### src/hdl/rhpc_pkg.sv
// Shared types and constants for the rectangle head placement classifier.
`timescale 1ns / 1ps

package rhpc_pkg;

  // Fixed field widths of the item and register interfaces.
  localparam int unsigned SPAN_W     = 15;
  localparam int unsigned AREA_W     = 2 * SPAN_W;
  localparam int unsigned HIDX_IN_W  = 3;
  localparam int unsigned CHOSEN_W   = 3;
  localparam int unsigned PRIM_W     = 3;
  localparam int unsigned HCNT_W     = 4;
  localparam int unsigned CFG_IDX_W  = 2;
  localparam int unsigned CFG_DATA_W = 15;

  // Register reset values.
  localparam logic [SPAN_W-1:0] SCREEN_W_RST  = 15'd1920;
  localparam logic [SPAN_W-1:0] SCREEN_H_RST  = 15'd1080;
  localparam logic [PRIM_W-1:0] PRIMARY_RST   = 3'd0;
  localparam logic [HCNT_W-1:0] HEAD_CNT_RST  = 4'd0;

  // Drain counter value at which the accumulator has settled after the last table read.
  localparam logic [1:0] DRAIN_LAST = 2'd3;

  typedef enum logic [CFG_IDX_W-1:0] {
    CFG_SCREEN_WIDTH  = 2'd0,
    CFG_SCREEN_HEIGHT = 2'd1,
    CFG_PRIMARY_HEAD  = 2'd2,
    CFG_HEAD_COUNT    = 2'd3
  } cfg_reg_e;

  typedef enum logic {
    OP_LOAD     = 1'b0,
    OP_CLASSIFY = 1'b1
  } opcode_e;

  typedef enum logic [1:0] {
    ST_IDLE,
    ST_WALK,
    ST_DRAIN,
    ST_FINISH
  } ctrl_state_e;

  // Commands from the controller to the datapath.
  typedef struct packed {
    logic load;
    logic start;
    logic issue;
    logic finish;
  } rhpc_cmd_t;

  // Status from the datapath to the controller.
  typedef struct packed {
    logic walk_last;
  } rhpc_status_t;

endpackage

### src/hdl/rhpc_ctrl.sv
// Controller state machine: input and output handshakes and the head walk sequence.
`timescale 1ns / 1ps

module rhpc_ctrl (
  input  logic                  clk_i,
  input  logic                  rst_ni,
  input  logic                  in_valid_i,
  input  logic                  opcode_i,
  output logic                  in_stall_o,
  output logic                  out_valid_o,
  input  logic                  out_stall_i,
  input  rhpc_pkg::rhpc_status_t status_i,
  output rhpc_pkg::rhpc_cmd_t    cmd_o
);
  import rhpc_pkg::*;

  ctrl_state_e state_q, state_d;
  logic        out_valid_q, out_valid_d;
  logic [1:0]  drain_q, drain_d;

  // State, drain counter and output valid registers.
  always_ff @(posedge clk_i or negedge rst_ni) begin
    if (!rst_ni) begin
      state_q     <= ST_IDLE;
      out_valid_q <= 1'b0;
      drain_q     <= 2'd0;
    end else begin
      state_q     <= state_d;
      out_valid_q <= out_valid_d;
      drain_q     <= drain_d;
    end
  end

  // Next state and commands.
  always_comb begin
    state_d     = state_q;
    drain_d     = 2'd0;
    out_valid_d = out_valid_q & out_stall_i;
    cmd_o       = '0;
    in_stall_o  = (state_q != ST_IDLE);
    unique case (state_q)
      ST_IDLE: begin
        if (in_valid_i) begin
          if (opcode_i == OP_LOAD) begin
            cmd_o.load = 1'b1;
          end else begin
            cmd_o.start = 1'b1;
            state_d     = ST_WALK;
          end
        end
      end
      ST_WALK: begin
        cmd_o.issue = 1'b1;
        if (status_i.walk_last) begin
          state_d = ST_DRAIN;
        end
      end
      ST_DRAIN: begin
        if (drain_q == DRAIN_LAST) begin
          state_d = ST_FINISH;
        end else begin
          drain_d = drain_q + 2'd1;
        end
      end
      ST_FINISH: begin
        if (!out_valid_q || !out_stall_i) begin
          cmd_o.finish = 1'b1;
          out_valid_d  = 1'b1;
          state_d      = ST_IDLE;
        end
      end
      default: begin
        state_d = ST_IDLE;
      end
    endcase
  end

  assign out_valid_o = out_valid_q;

`ifndef SYNTHESIS
  // A result is only written into the output register when it is free.
  a_finish_free: assert property (@(posedge clk_i) disable iff (!rst_ni)
    cmd_o.finish |-> (!out_valid_q || !out_stall_i))
    else $error("result written over an untaken beat");

  // A new output beat only appears after a finished classify.
  a_valid_source: assert property (@(posedge clk_i) disable iff (!rst_ni)
    $rose(out_valid_q) |-> $past(cmd_o.finish))
    else $error("output valid rose without a finish");

  // The drain counter rests at zero outside the drain phase.
  a_drain_idle: assert property (@(posedge clk_i) disable iff (!rst_ni)
    (state_q != ST_DRAIN) |-> (drain_q == 2'd0))
    else $error("drain counter active outside drain");

  // A classify beat always starts a walk.
  a_start_walk: assert property (@(posedge clk_i) disable iff (!rst_ni)
    cmd_o.start |=> (state_q == ST_WALK))
    else $error("classify beat did not start a walk");
`endif

endmodule

### src/hdl/rhpc_dp.sv
// Datapath: configuration registers, head table, overlap pipeline and result register.
`timescale 1ns / 1ps

module rhpc_dp #(
  parameter int unsigned MAX_HEADS  = 8,
  parameter int unsigned COORD_BITS = 16
) (
  input  logic                                clk_i,
  input  logic                                rst_ni,
  input  logic                                cfg_we_i,
  input  logic [rhpc_pkg::CFG_IDX_W-1:0]      cfg_index_i,
  input  logic [rhpc_pkg::CFG_DATA_W-1:0]     cfg_data_i,
  input  logic [rhpc_pkg::HIDX_IN_W-1:0]      head_index_i,
  input  logic signed [COORD_BITS-1:0]        rect_x_i,
  input  logic signed [COORD_BITS-1:0]        rect_y_i,
  input  logic [rhpc_pkg::SPAN_W-1:0]         rect_width_i,
  input  logic [rhpc_pkg::SPAN_W-1:0]         rect_height_i,
  input  logic signed [COORD_BITS-1:0]        pointer_x_i,
  input  logic signed [COORD_BITS-1:0]        pointer_y_i,
  input  logic                                pointer_valid_i,
  input  rhpc_pkg::rhpc_cmd_t                 cmd_i,
  output rhpc_pkg::rhpc_status_t              status_o,
  output logic [rhpc_pkg::CHOSEN_W-1:0]       chosen_head_o,
  output logic                                dead_flag_o,
  output logic                                partial_flag_o,
  output logic                                multiple_flag_o
);
  import rhpc_pkg::*;

  localparam int unsigned IDX_W = (MAX_HEADS > 1) ? $clog2(MAX_HEADS) : 1;
  localparam int unsigned CNT_W = HCNT_W + 1;
  localparam int unsigned EW    = ((COORD_BITS > SPAN_W) ? COORD_BITS : SPAN_W) + 2;
  localparam int unsigned TOT_W = AREA_W + $clog2(MAX_HEADS + 1);

  // Configuration registers.
  logic [SPAN_W-1:0] screen_w_q, screen_h_q;
  logic [PRIM_W-1:0] primary_q;
  logic [HCNT_W-1:0] head_cnt_q;

  always_ff @(posedge clk_i or negedge rst_ni) begin
    if (!rst_ni) begin
      screen_w_q <= SCREEN_W_RST;
      screen_h_q <= SCREEN_H_RST;
      primary_q  <= PRIMARY_RST;
      head_cnt_q <= HEAD_CNT_RST;
    end else if (cfg_we_i) begin
      unique case (cfg_reg_e'(cfg_index_i))
        CFG_SCREEN_WIDTH:  screen_w_q <= cfg_data_i[SPAN_W-1:0];
        CFG_SCREEN_HEIGHT: screen_h_q <= cfg_data_i[SPAN_W-1:0];
        CFG_PRIMARY_HEAD:  primary_q  <= cfg_data_i[PRIM_W-1:0];
        CFG_HEAD_COUNT:    head_cnt_q <= cfg_data_i[HCNT_W-1:0];
        default:           head_cnt_q <= head_cnt_q;
      endcase
    end
  end

  // Head table; loads beyond the table are dropped.
  logic signed [COORD_BITS-1:0] tbl_left [MAX_HEADS];
  logic signed [COORD_BITS-1:0] tbl_top  [MAX_HEADS];
  logic [SPAN_W-1:0]            tbl_sx   [MAX_HEADS];
  logic [SPAN_W-1:0]            tbl_sy   [MAX_HEADS];
  logic [IDX_W+HIDX_IN_W-1:0]   ld_wide;
  logic [IDX_W-1:0]             ld_addr;
  logic                         ld_ok;

  assign ld_wide = {{IDX_W{1'b0}}, head_index_i};
  assign ld_addr = ld_wide[IDX_W-1:0];
  assign ld_ok   = (ld_wide < (IDX_W + HIDX_IN_W)'(MAX_HEADS));

  always_ff @(posedge clk_i) begin
    if (cmd_i.load && ld_ok) begin
      tbl_left[ld_addr] <= rect_x_i;
      tbl_top[ld_addr]  <= rect_y_i;
      tbl_sx[ld_addr]   <= rect_width_i;
      tbl_sy[ld_addr]   <= rect_height_i;
    end
  end

  // Effective head count and walk bounds.
  logic [CNT_W-1:0] cnt_raw, cnt_eff, cnt_m1;
  assign cnt_raw = {1'b0, head_cnt_q};
  assign cnt_eff = (cnt_raw > CNT_W'(MAX_HEADS)) ? CNT_W'(MAX_HEADS) : cnt_raw;
  assign cnt_m1  = cnt_eff - CNT_W'(1);

  // Item registers, latched when a classify beat is accepted.
  logic signed [COORD_BITS-1:0] rx_q, ry_q, px_q, py_q;
  logic [SPAN_W-1:0]            rw_q, rh_q;
  logic                         pv_q, screen_q;
  logic [IDX_W-1:0]             last_idx_q, head_idx_q;

  always_ff @(posedge clk_i) begin
    if (cmd_i.start) begin
      rx_q       <= rect_x_i;
      ry_q       <= rect_y_i;
      rw_q       <= rect_width_i;
      rh_q       <= rect_height_i;
      px_q       <= pointer_x_i;
      py_q       <= pointer_y_i;
      pv_q       <= pointer_valid_i;
      screen_q   <= (cnt_eff <= CNT_W'(1));
      last_idx_q <= (cnt_eff <= CNT_W'(1)) ? '0 : cnt_m1[IDX_W-1:0];
      head_idx_q <= '0;
    end else if (cmd_i.issue) begin
      head_idx_q <= head_idx_q + IDX_W'(1);
    end
  end

  assign status_o.walk_last = (head_idx_q == last_idx_q);

  // Pipeline valid bits.
  logic v0_q, v1_q, v2_q, v3_q;
  always_ff @(posedge clk_i or negedge rst_ni) begin
    if (!rst_ni) begin
      v0_q <= 1'b0;
      v1_q <= 1'b0;
      v2_q <= 1'b0;
      v3_q <= 1'b0;
    end else begin
      v0_q <= cmd_i.issue;
      v1_q <= v0_q;
      v2_q <= v1_q;
      v3_q <= v2_q;
    end
  end

  // Stage 0: read one head, or the full screen with one head or none.
  logic signed [COORD_BITS-1:0] h_left_q, h_top_q;
  logic [SPAN_W-1:0]            h_sx_q, h_sy_q;
  logic [IDX_W-1:0]             s0_idx_q;

  always_ff @(posedge clk_i) begin
    if (cmd_i.issue) begin
      s0_idx_q <= head_idx_q;
      if (screen_q) begin
        h_left_q <= '0;
        h_top_q  <= '0;
        h_sx_q   <= screen_w_q;
        h_sy_q   <= screen_h_q;
      end else begin
        h_left_q <= tbl_left[head_idx_q];
        h_top_q  <= tbl_top[head_idx_q];
        h_sx_q   <= tbl_sx[head_idx_q];
        h_sy_q   <= tbl_sy[head_idx_q];
      end
    end
  end

  // Stage 1: edge bounds of the overlap and the pointer test.
  logic signed [EW-1:0] rx_e, ry_e, rw_e, rh_e, hx_e, hy_e, hw_e, hh_e, px_e, py_e;
  logic signed [EW-1:0] ea_x, eb_x, ea_y, eb_y, dx, dy;
  logic signed [EW-1:0] lo_x_q, hi_x_q, lo_y_q, hi_y_q;
  logic                 in_ptr_s1;
  logic                 ptr1_q;
  logic [IDX_W-1:0]     s1_idx_q;

  assign rx_e = {{(EW-COORD_BITS){rx_q[COORD_BITS-1]}}, rx_q};
  assign ry_e = {{(EW-COORD_BITS){ry_q[COORD_BITS-1]}}, ry_q};
  assign px_e = {{(EW-COORD_BITS){px_q[COORD_BITS-1]}}, px_q};
  assign py_e = {{(EW-COORD_BITS){py_q[COORD_BITS-1]}}, py_q};
  assign hx_e = {{(EW-COORD_BITS){h_left_q[COORD_BITS-1]}}, h_left_q};
  assign hy_e = {{(EW-COORD_BITS){h_top_q[COORD_BITS-1]}}, h_top_q};
  assign rw_e = {{(EW-SPAN_W){1'b0}}, rw_q};
  assign rh_e = {{(EW-SPAN_W){1'b0}}, rh_q};
  assign hw_e = {{(EW-SPAN_W){1'b0}}, h_sx_q};
  assign hh_e = {{(EW-SPAN_W){1'b0}}, h_sy_q};

  assign ea_x = rx_e + rw_e;
  assign eb_x = hx_e + hw_e;
  assign ea_y = ry_e + rh_e;
  assign eb_y = hy_e + hh_e;
  assign dx   = px_e - hx_e;
  assign dy   = py_e - hy_e;
  assign in_ptr_s1 = !dx[EW-1] && (dx < hw_e) && !dy[EW-1] && (dy < hh_e);

  always_ff @(posedge clk_i) begin
    lo_x_q   <= (rx_e > hx_e) ? rx_e : hx_e;
    hi_x_q   <= (ea_x < eb_x) ? ea_x : eb_x;
    lo_y_q   <= (ry_e > hy_e) ? ry_e : hy_e;
    hi_y_q   <= (ea_y < eb_y) ? ea_y : eb_y;
    ptr1_q   <= in_ptr_s1;
    s1_idx_q <= s0_idx_q;
  end

  // Stage 2: overlap lengths, clamped at zero.
  logic signed [EW-1:0] len_x, len_y;
  logic [SPAN_W-1:0]    ov_x_q, ov_y_q;
  logic                 ptr2_q;
  logic [IDX_W-1:0]     s2_idx_q;

  assign len_x = hi_x_q - lo_x_q;
  assign len_y = hi_y_q - lo_y_q;

  always_ff @(posedge clk_i) begin
    ov_x_q   <= (hi_x_q > lo_x_q) ? len_x[SPAN_W-1:0] : '0;
    ov_y_q   <= (hi_y_q > lo_y_q) ? len_y[SPAN_W-1:0] : '0;
    ptr2_q   <= ptr1_q;
    s2_idx_q <= s1_idx_q;
  end

  // Stage 3: overlap area, plus the rectangle's own area.
  logic [AREA_W-1:0] area_q, full_q;
  logic              ptr3_q;
  logic [IDX_W-1:0]  s3_idx_q;

  always_ff @(posedge clk_i) begin
    area_q   <= AREA_W'(ov_x_q) * AREA_W'(ov_y_q);
    full_q   <= AREA_W'(rw_q) * AREA_W'(rh_q);
    ptr3_q   <= ptr2_q;
    s3_idx_q <= s2_idx_q;
  end

  // Stage 4: running sum, best head and first head under the pointer.
  logic [TOT_W-1:0]  total_q;
  logic [AREA_W-1:0] best_q;
  logic [IDX_W-1:0]  best_idx_q, ptr_idx_q;
  logic              found_q, multi_q, ptr_found_q;

  always_ff @(posedge clk_i) begin
    if (cmd_i.start) begin
      total_q     <= '0;
      best_q      <= '0;
      best_idx_q  <= '0;
      ptr_idx_q   <= '0;
      found_q     <= 1'b0;
      multi_q     <= 1'b0;
      ptr_found_q <= 1'b0;
    end else if (v3_q) begin
      total_q <= total_q + TOT_W'(area_q);
      if (area_q > best_q) begin
        multi_q    <= multi_q | found_q;
        best_q     <= area_q;
        best_idx_q <= s3_idx_q;
        found_q    <= 1'b1;
      end
      if (ptr3_q && !ptr_found_q) begin
        ptr_found_q <= 1'b1;
        ptr_idx_q   <= s3_idx_q;
      end
    end
  end

  // Result selection into the output register.
  logic [IDX_W+CHOSEN_W-1:0] best_wide, ptr_wide;
  logic [CHOSEN_W-1:0]       chosen_d, chosen_q;
  logic                      dead_q, partial_q, mult_out_q;

  assign best_wide = {{CHOSEN_W{1'b0}}, best_idx_q};
  assign ptr_wide  = {{CHOSEN_W{1'b0}}, ptr_idx_q};

  always_comb begin
    priority if (screen_q) begin
      chosen_d = primary_q;
    end else if (found_q) begin
      chosen_d = best_wide[CHOSEN_W-1:0];
    end else if (pv_q && ptr_found_q) begin
      chosen_d = ptr_wide[CHOSEN_W-1:0];
    end else begin
      chosen_d = primary_q;
    end
  end

  always_ff @(posedge clk_i) begin
    if (cmd_i.finish) begin
      chosen_q   <= chosen_d;
      dead_q     <= !found_q;
      partial_q  <= found_q && (total_q != TOT_W'(full_q));
      mult_out_q <= multi_q && !screen_q;
    end
  end

  assign chosen_head_o   = chosen_q;
  assign dead_flag_o     = dead_q;
  assign partial_flag_o  = partial_q;
  assign multiple_flag_o = mult_out_q;

endmodule

### src/hdl/rect_head_placement_classifier.sv
// Top level of the rectangle head placement classifier.
`timescale 1ns / 1ps

// Classifies a rectangle against a table of display-head rectangles.
// Input channel (in_valid_i / in_stall_o): one beat per item. A load beat
// (opcode 0) writes one head table entry without starting a walk;
// it returns nothing. A classify beat (opcode 1) returns exactly one beat
// on the output channel (out_valid_o / out_stall_i) with the chosen head
// and the dead, partial and multiple flags.
// A classify walks N heads, one table read per cycle, where N is the
// configured head count clamped to MAX_HEADS, or 1 when it is 0 or 1 (the
// full screen is then tested). The walk feeds a four-stage read, overlap
// and area pipeline and an accumulator; the controller then drains the
// pipeline and registers the result, and only after that is the next
// item accepted.
// The input is stalled while a classify is in flight. A finished result
// sits in the output register while the receiver stalls; the next item is
// still accepted, and only its own result waits for the register to free.
// Configuration (cfg_valid_i / cfg_ready_o) is always ready and must be
// written while the block is idle. Reset clears the handshake state and
// loads the screen registers with 1920 by 1080, primary head 0 and head
// count 0; the head table holds nothing until loaded.
module rect_head_placement_classifier #(
  parameter int unsigned MAX_HEADS  = 8,
  parameter int unsigned COORD_BITS = 16
) (
  input  logic                                clk_i,
  input  logic                                rst_ni,
  input  logic                                cfg_valid_i,
  output logic                                cfg_ready_o,
  input  logic [rhpc_pkg::CFG_IDX_W-1:0]      cfg_index_i,
  input  logic [rhpc_pkg::CFG_DATA_W-1:0]     cfg_data_i,
  input  logic                                in_valid_i,
  output logic                                in_stall_o,
  input  logic                                opcode_i,
  input  logic [rhpc_pkg::HIDX_IN_W-1:0]      head_index_i,
  input  logic signed [COORD_BITS-1:0]        rect_x_i,
  input  logic signed [COORD_BITS-1:0]        rect_y_i,
  input  logic [rhpc_pkg::SPAN_W-1:0]         rect_width_i,
  input  logic [rhpc_pkg::SPAN_W-1:0]         rect_height_i,
  input  logic signed [COORD_BITS-1:0]        pointer_x_i,
  input  logic signed [COORD_BITS-1:0]        pointer_y_i,
  input  logic                                pointer_valid_i,
  output logic                                out_valid_o,
  input  logic                                out_stall_i,
  output logic [rhpc_pkg::CHOSEN_W-1:0]       chosen_head_o,
  output logic                                dead_flag_o,
  output logic                                partial_flag_o,
  output logic                                multiple_flag_o
);
  import rhpc_pkg::*;

  rhpc_cmd_t    cmd;
  rhpc_status_t status;

  // Register writes never wait.
  assign cfg_ready_o = 1'b1;

  rhpc_ctrl u_ctrl (
    .clk_i       (clk_i),
    .rst_ni      (rst_ni),
    .in_valid_i  (in_valid_i),
    .opcode_i    (opcode_i),
    .in_stall_o  (in_stall_o),
    .out_valid_o (out_valid_o),
    .out_stall_i (out_stall_i),
    .status_i    (status),
    .cmd_o       (cmd)
  );

  rhpc_dp #(
    .MAX_HEADS  (MAX_HEADS),
    .COORD_BITS (COORD_BITS)
  ) u_dp (
    .clk_i           (clk_i),
    .rst_ni          (rst_ni),
    .cfg_we_i        (cfg_valid_i & cfg_ready_o),
    .cfg_index_i     (cfg_index_i),
    .cfg_data_i      (cfg_data_i),
    .head_index_i    (head_index_i),
    .rect_x_i        (rect_x_i),
    .rect_y_i        (rect_y_i),
    .rect_width_i    (rect_width_i),
    .rect_height_i   (rect_height_i),
    .pointer_x_i     (pointer_x_i),
    .pointer_y_i     (pointer_y_i),
    .pointer_valid_i (pointer_valid_i),
    .cmd_i           (cmd),
    .status_o        (status),
    .chosen_head_o   (chosen_head_o),
    .dead_flag_o     (dead_flag_o),
    .partial_flag_o  (partial_flag_o),
    .multiple_flag_o (multiple_flag_o)
  );

endmodule

### config.mk
export PLATFORM = sky130hd
export DESIGN_NAME = rect_head_placement_classifier
export DESIGN_NICKNAME = d
export VERILOG_FILES = /design/src/hdl/rhpc_pkg.sv /design/src/hdl/rhpc_ctrl.sv /design/src/hdl/rhpc_dp.sv /design/src/hdl/rect_head_placement_classifier.sv
export SDC_FILE = /design/constraint.sdc
export NUM_CORES = 2
export LEC_CHECK = 0
export BUFFER_PORTS_ARGS = -buffer_cell sky130_fd_sc_hd__buf_2
export CAP_MARGIN = 20
export CORE_MARGIN = 2
export CORE_UTILIZATION = 64
export DETAILED_ROUTE_END_ITERATION = 8
export PLACE_DENSITY_LB_ADDON = 0.1
export RECOVER_POWER = 50
export SETUP_SLACK_MARGIN = 0.2
export SLEW_MARGIN = 0
export SYNTH_ARGS = -nofsm -noshare
export SYNTH_HDL_FRONTEND = slang
export SYNTH_SLANG_ARGS = --single-unit
### constraint.sdc
create_clock -name clk_i -period 7.4 [get_ports clk_i]
set_input_delay 0.37 -clock clk_i [delete_from_list [all_inputs] [get_ports clk_i]]
set_output_delay 0.37 -clock clk_i [all_outputs]
set_load 0.01 [all_outputs]
## After elaboration in Yosys (flattened, before gate mapping)

Memories as Yosys holds them, arrays and structs flattened. A register that Yosys moved wholly into a read port is not among the register bits.
Cells that the tools add are included.

- Bits in registers: 434
- RAM bits: 496
- Word-level logic and storage cells: 154
- Memories: 4

Memories:

| name | words | bits a word | read ports | clocked after Yosys merged registers in | write ports | RTL line | RTL |
|---|---|---|---|---|---|---|---|
| u_dp.tbl_left | 8 | 16 | 1 | 1 | 1 | rhpc_dp.sv:58 | `logic signed [COORD_BITS-1:0] tbl_left [MAX_HEADS];` |
| u_dp.tbl_top | 8 | 16 | 1 | 1 | 1 | rhpc_dp.sv:59 | `logic signed [COORD_BITS-1:0] tbl_top [MAX_HEADS];` |
| u_dp.tbl_sx | 8 | 15 | 1 | 1 | 1 | rhpc_dp.sv:60 | `logic [SPAN_W-1:0] tbl_sx [MAX_HEADS];` |
| u_dp.tbl_sy | 8 | 15 | 1 | 1 | 1 | rhpc_dp.sv:61 | `logic [SPAN_W-1:0] tbl_sy [MAX_HEADS];` |

- Add/subtract/negate cells: 12
- $mul: 2
- Order comparisons: 12
- Eq/ne operators: 14
- Muxes and demuxes: 33
- Bitwise gates (word level): 2
- Reduce and logical (&&, ||, !) cells: 26

Operators with widths:

| kind | number |
|---|---|
| $mux 18 | 4 |
| $add 16x16->17 | 4 |
| $mul 15x15->30 | 2 |
| $gt 18x18->1 | 2 |
| $lt 18x16->1 | 2 |
| $lt 18x18->1 | 2 |
| $add 34x30->34 | 1 |
| $ne 34x30->1 | 1 |
| $sub 16x16->17 | 2 |
| $gt 16x16->1 | 2 |
| $gt 30x30->1 | 1 |
| $mux 15 | 2 |
| $sub 15x15->15 | 2 |
| $mux 3 | 7 |
| $mux 2 | 9 |
| $reduce_and 2->1 | 6 |
| $eq 2x2->1 const B | 5 |
| $mux 1 | 9 |
| $logic_and 1x1->1 | 8 |
| $pmux 2 s4 | 1 |
| $logic_not 1->1 | 7 |
| $ne 2x2->1 const B | 3 |
| $reduce_and 5->1 | 1 |
| $eq 2x1->1 const B | 2 |
| other kinds (14) | 16 |

## Logic depth before layout (Yosys ltp)

- Depth after elaboration: 6
- Depth in mapped cells: 24
- Depth with buffers taken out: 23

## Cells and area by module

From an unflattened synthesis, not the netlist that was laid out.

- Cell total of the unflattened synthesis: 4760
- Area, all modules: 57946.8 µm²

By module, submodules not included:

| module | instances | cells each | area an instance (µm²) | sequential area each (µm²) |
|---|---|---|---|---|
| rhpc_dp | 1 | 4729 | 57589.0 | 25979.9 |
| rhpc_ctrl | 1 | 29 | 346.6 | 125.1 |
| rect_head_placement_classifier | 1 | 2 | 11.3 | 0.0 |

## Worst setup path after synthesis

Ideal clock, no wire load.

- Kind: register to register
- From: register u_dp.rh_q[1]
- To: register u_dp.full_q[22]
- Setup time: 0.123 ns
- Data arrival time: 5.829 ns
- Data required time: 7.277 ns
- Setup slack: 1.448 ns
- Stages on the path, launching flop included: 23
- Path buffers: 1
- Clock period less this slack: 5.952 ns
- Path through: edfxtp_1 > clkbuf_1 > and2_1 > fa_1 > inv_1 > fa_1 > inv_1 > fa_1 > fa_1 > fa_1 > inv_1 > fa_1 > inv_1 > ha_1 > a21o_1 > a21o_1 > a2111oi_0 > nor2_1 > a21oi_1 > o21bai_1 > a21oi_1 > o21bai_1 > xor2_1

- Cells in the longest elaborated chain, start to end: 1

RTL lines:

| what | RTL line | RTL |
|---|---|---|
| start, declared | rhpc_dp.sv:87 | `logic [SPAN_W-1:0] rw_q, rh_q;` |
| start signal, assigned | rhpc_dp.sv:96 | `rh_q <= rect_height_i;` |
| $mul 15x15->30 | rhpc_dp.sv:207 | `full_q <= AREA_W'(rw_q) * AREA_W'(rh_q);` |
| end signal, assigned | rhpc_dp.sv:207 |  |
| end, declared | rhpc_dp.sv:201 | `logic [AREA_W-1:0] area_q, full_q;` |

No other way between the ends.
A chain may end at the register's enable or synchronous reset.

## Final worst setup path

- From: register u_dp.rw_q[13]
- To: register u_dp.full_q[22]

- Cells in the longest elaborated chain, start to end: 1

RTL lines:

| what | RTL line | RTL |
|---|---|---|
| start, declared | rhpc_dp.sv:87 |  |
| start signal, assigned | rhpc_dp.sv:95 | `rw_q <= rect_width_i;` |
| $mul 15x15->30 | rhpc_dp.sv:207 |  |

No other way between the ends.

==> impl_metrics.ini <==
[status]
status = complete, but fails checks
violations = max-capacitance violations, max-slew violations

[sta]
slew_headroom_pct = -162
clock.fmax_mhz = 154
fin_crit_ns = 6.51
final-hold-violation-count = 0
finalSetupViolations = 0
max_slew.worst_pin.slew_ns = 3.93
fin_crit_sh_pct = 87.9
fin_setup_tns_ns = 0
drv_slew = 403
rsz0062_at_grt = false
clock_skew_ns = 0.0677

[drt]
drt_first_pass_iters = 7
drt-initial-drc-count = 2935
viasPerCell = 5.95
drc = 0
wl_per_cell_um = 22.6
ant_nets = 0
via_count = 37300
wirelength_um = 142000

[setup_path]
worstPathRequired_ns = 7.95
cpPeakStageDelay_ns = 0.65
rr_worst_depth = 21
cp_cell_sequence = and2_1 -> fa_1 -> inv_1 -> fa_1 -> inv_1 -> fa_1 -> fa_1 -> fa_1 -> inv_1 -> fa_1 -> inv_1 -> ha_1 -> a21o_1 -> a21o_1 -> a2111oi_0 -> nor2_1 -> a21oi_1 -> o21bai_1 -> a21oi_1 -> o21bai_1 -> xor2_1
crit_top_cell = fa_1
r2r_start = u_dp.rw_q[13]
worst-path-stages = 21
crit_type = flip-flop to flip-flop
critical-path-top-delay-family = adder cells
r2r_end = u_dp.full_q[22]
cp-start-kind = flip-flop
critPathMaxFanout = 16
regToRegSetupSlack_ns = 0.89
worst_setup_path_end_kind = flip-flop
cp.buffers_inverters = 4
startpoint = u_dp.rw_q[13]
arrival_ns = 7.06
crit_slowest_cell = a2111oi_0

[synth]
syn-mean-instance-area_um2 = 12.1
yosys.area.top_type_share_pct = 34.4
ys_types = 88
synth_async_sr_flop_share_pct = 4.80
synth_flop_cell = edfxtp_1
synth-edff-count = 666
syn_inst = 4792
yosys.area.top_type = edfxtp_1
synth_area_leaders = edfxtp_1 34%, fa_1 12%, ha_1 10%
yosysSeqAreaShare_pct = 44.8
synth-seq-cells = 959
syn_area_um2 = 58200
ys.warnings.count = 0
syn_nets = 5730

[floorplan]
die-height_um = 306
fp.coreArea_um2 = 90000
dieWidth_um = 306
die-area_um2 = 93400
initial_core_util_pct = 64.7
boundaryPins = 130
rows = 110

[cts]
clk_path_buf_depth = 3
cts_sinks = 959
cts_setup_buffers = 0
cts_hold_buf = 90
cts_buffers = 96
clk_pin_slew_ns = 0.06
post_cts_resized = 0
cts_tree = done
htreeDepth = 3
cts_root_buf = clkbuf_16
clk_latency_ns = 0.71

[global_route]
grt_pass1_vias = 38100
antenna_found_initial = 8
grt_max_degree = 110
grt.total_usage_pct = 31.0
grt_first_pass_wirelength_um = 220000
gr-total-overflow = 0

[finish]
design_area_um2 = 64100
nNetsFinal = 5940
drive_above_1_share_pct = 9.70
final_cell_mix = 666 x edfxtp_1, 617 x inv_1, 474 x ha_1
final_common_cell = edfxtp_1
area.growth.synth_to_final_pct = 10.0

[placement]
dpl.hpwl_um = 103000
numPortBuffers = 128
postPlaceCellArea_um2 = 60100
place.gp.congestion = 0.931

[job]
drv_cap = 7

[min_path]
hp-class = primary input to flip-flop
holdPathEnd = u_dp.screen_h_q[3]
min_path_cells = 2
worstHoldStart = cfg_data_i[3]
cells by family after synthesis:
group | count (synthesis) | share of synthesized area, %
adder cells (fa/ha/maj) | 817 | 22.0
flip-flops | 959 | 44.8
AND/OR/NAND/NOR | 1080 | 9.35
XOR/XNOR | 200 | 3.01
other | 1 | 0.00644
AO/OA/AOI/OAI | 644 | 7.23
buffers and inverters | 769 | 5.16
multiplexers | 322 | 8.41
flip-flops by register name (all words and copies together), names as in the netlist, 17 cells and up, named ones only:
name,count
u_dp.tbl_sx,120
u_dp.hi_x_q,17
u_dp.tbl_sy,120
u_dp.best_q,30
u_dp.tbl_top,128
u_dp.hi_y_q,17
u_dp.tbl_left,128
u_dp.full_q,30
u_dp.total_q,34
u_dp.area_q,30
per-stage QoR:
| stage | util [%] | hold WS (ns) | std cells | setup WS (ns) |
|---|---|---|---|---|
| after global routing | 71.2 | 0.0692 | 6262 | 0.550 |
| after global placement | 66.8 | 0.310 | 5990 | 1.01 |
| final | 71.2 | 0.0890 | 6265 | 0.893 |
| after CTS | 71.4 | 0.000768 | 6260 | 0.871 |
| after detailed placement | 66.8 | 0.314 | 5990 | 0.896 |
| after floorplan | - | 0.0744 | 4792 | 1.45 |
worst max-delay path by stage:
stage / to / slack (ns)
after floorplan: u_dp.full_q[22] / 1.45
after global placement: u_dp.full_q[28] / 1.01
after detailed placement: u_dp.full_q[28] / 0.90
after CTS: u_dp.full_q[22] / 0.87
after global routing: u_dp.full_q[28] / 0.55
final: u_dp.full_q[22] / 0.89
cell usage after synthesis, types with 9 or more instances:
master and number:
o21ai_0 141, o21bai_1 20, buf_1 25, dfrtp_1 38, mux2i_1 104, xor2_1 58
nand2b_1 33, nand2_1 284, nand4_1 35, nand3_1 64, xnor2_1 142, a21oi_1 156
inv_1 618, nor2_1 222, o211ai_1 12, and3_1 15, nor2b_1 33, ha_1 474
edfxtp_1 666, or3_1 9, nor3_1 42, mux4_2 124, o31ai_1 39, clkbuf_1 112
mux2_2 93, dfxtp_1 247, a21o_1 107, nand3b_1 10, fa_1 343, o21a_1 39
a31oi_1 17, and2_1 284, a211oi_1 20, nor4_1 10
routing by layer:
metal / up-vias / share of wire (%) / track usage (%)
li1: 17100 / - / -
met1: 18600 / 42 / 42.0
met2: 1304 / 48 / 51.5
met3: 246 / 6.1 / 3.86
met4: 0 / 3.8 / 11.8
met5: - / 0 / 0
cell type report:
cell class / count / area, µm²
Antenna cell: 5 / 12.5
Clock buffer: 137 / 2740
Clock inverter: 43 / 482
Fill cell: 6422 / 26000
Inverter: 618 / 2320
Multi-Input combinational cell: 3064 / 29200
Sequential cell: 959 / 26100
Tap cell: 1176 / 1470
Timing Repair Buffer: 263 / 1750
Power is left out: the tool's default activity adds up to more than one toggle a clock period on the data nets, which glitch-free logic cannot reach.
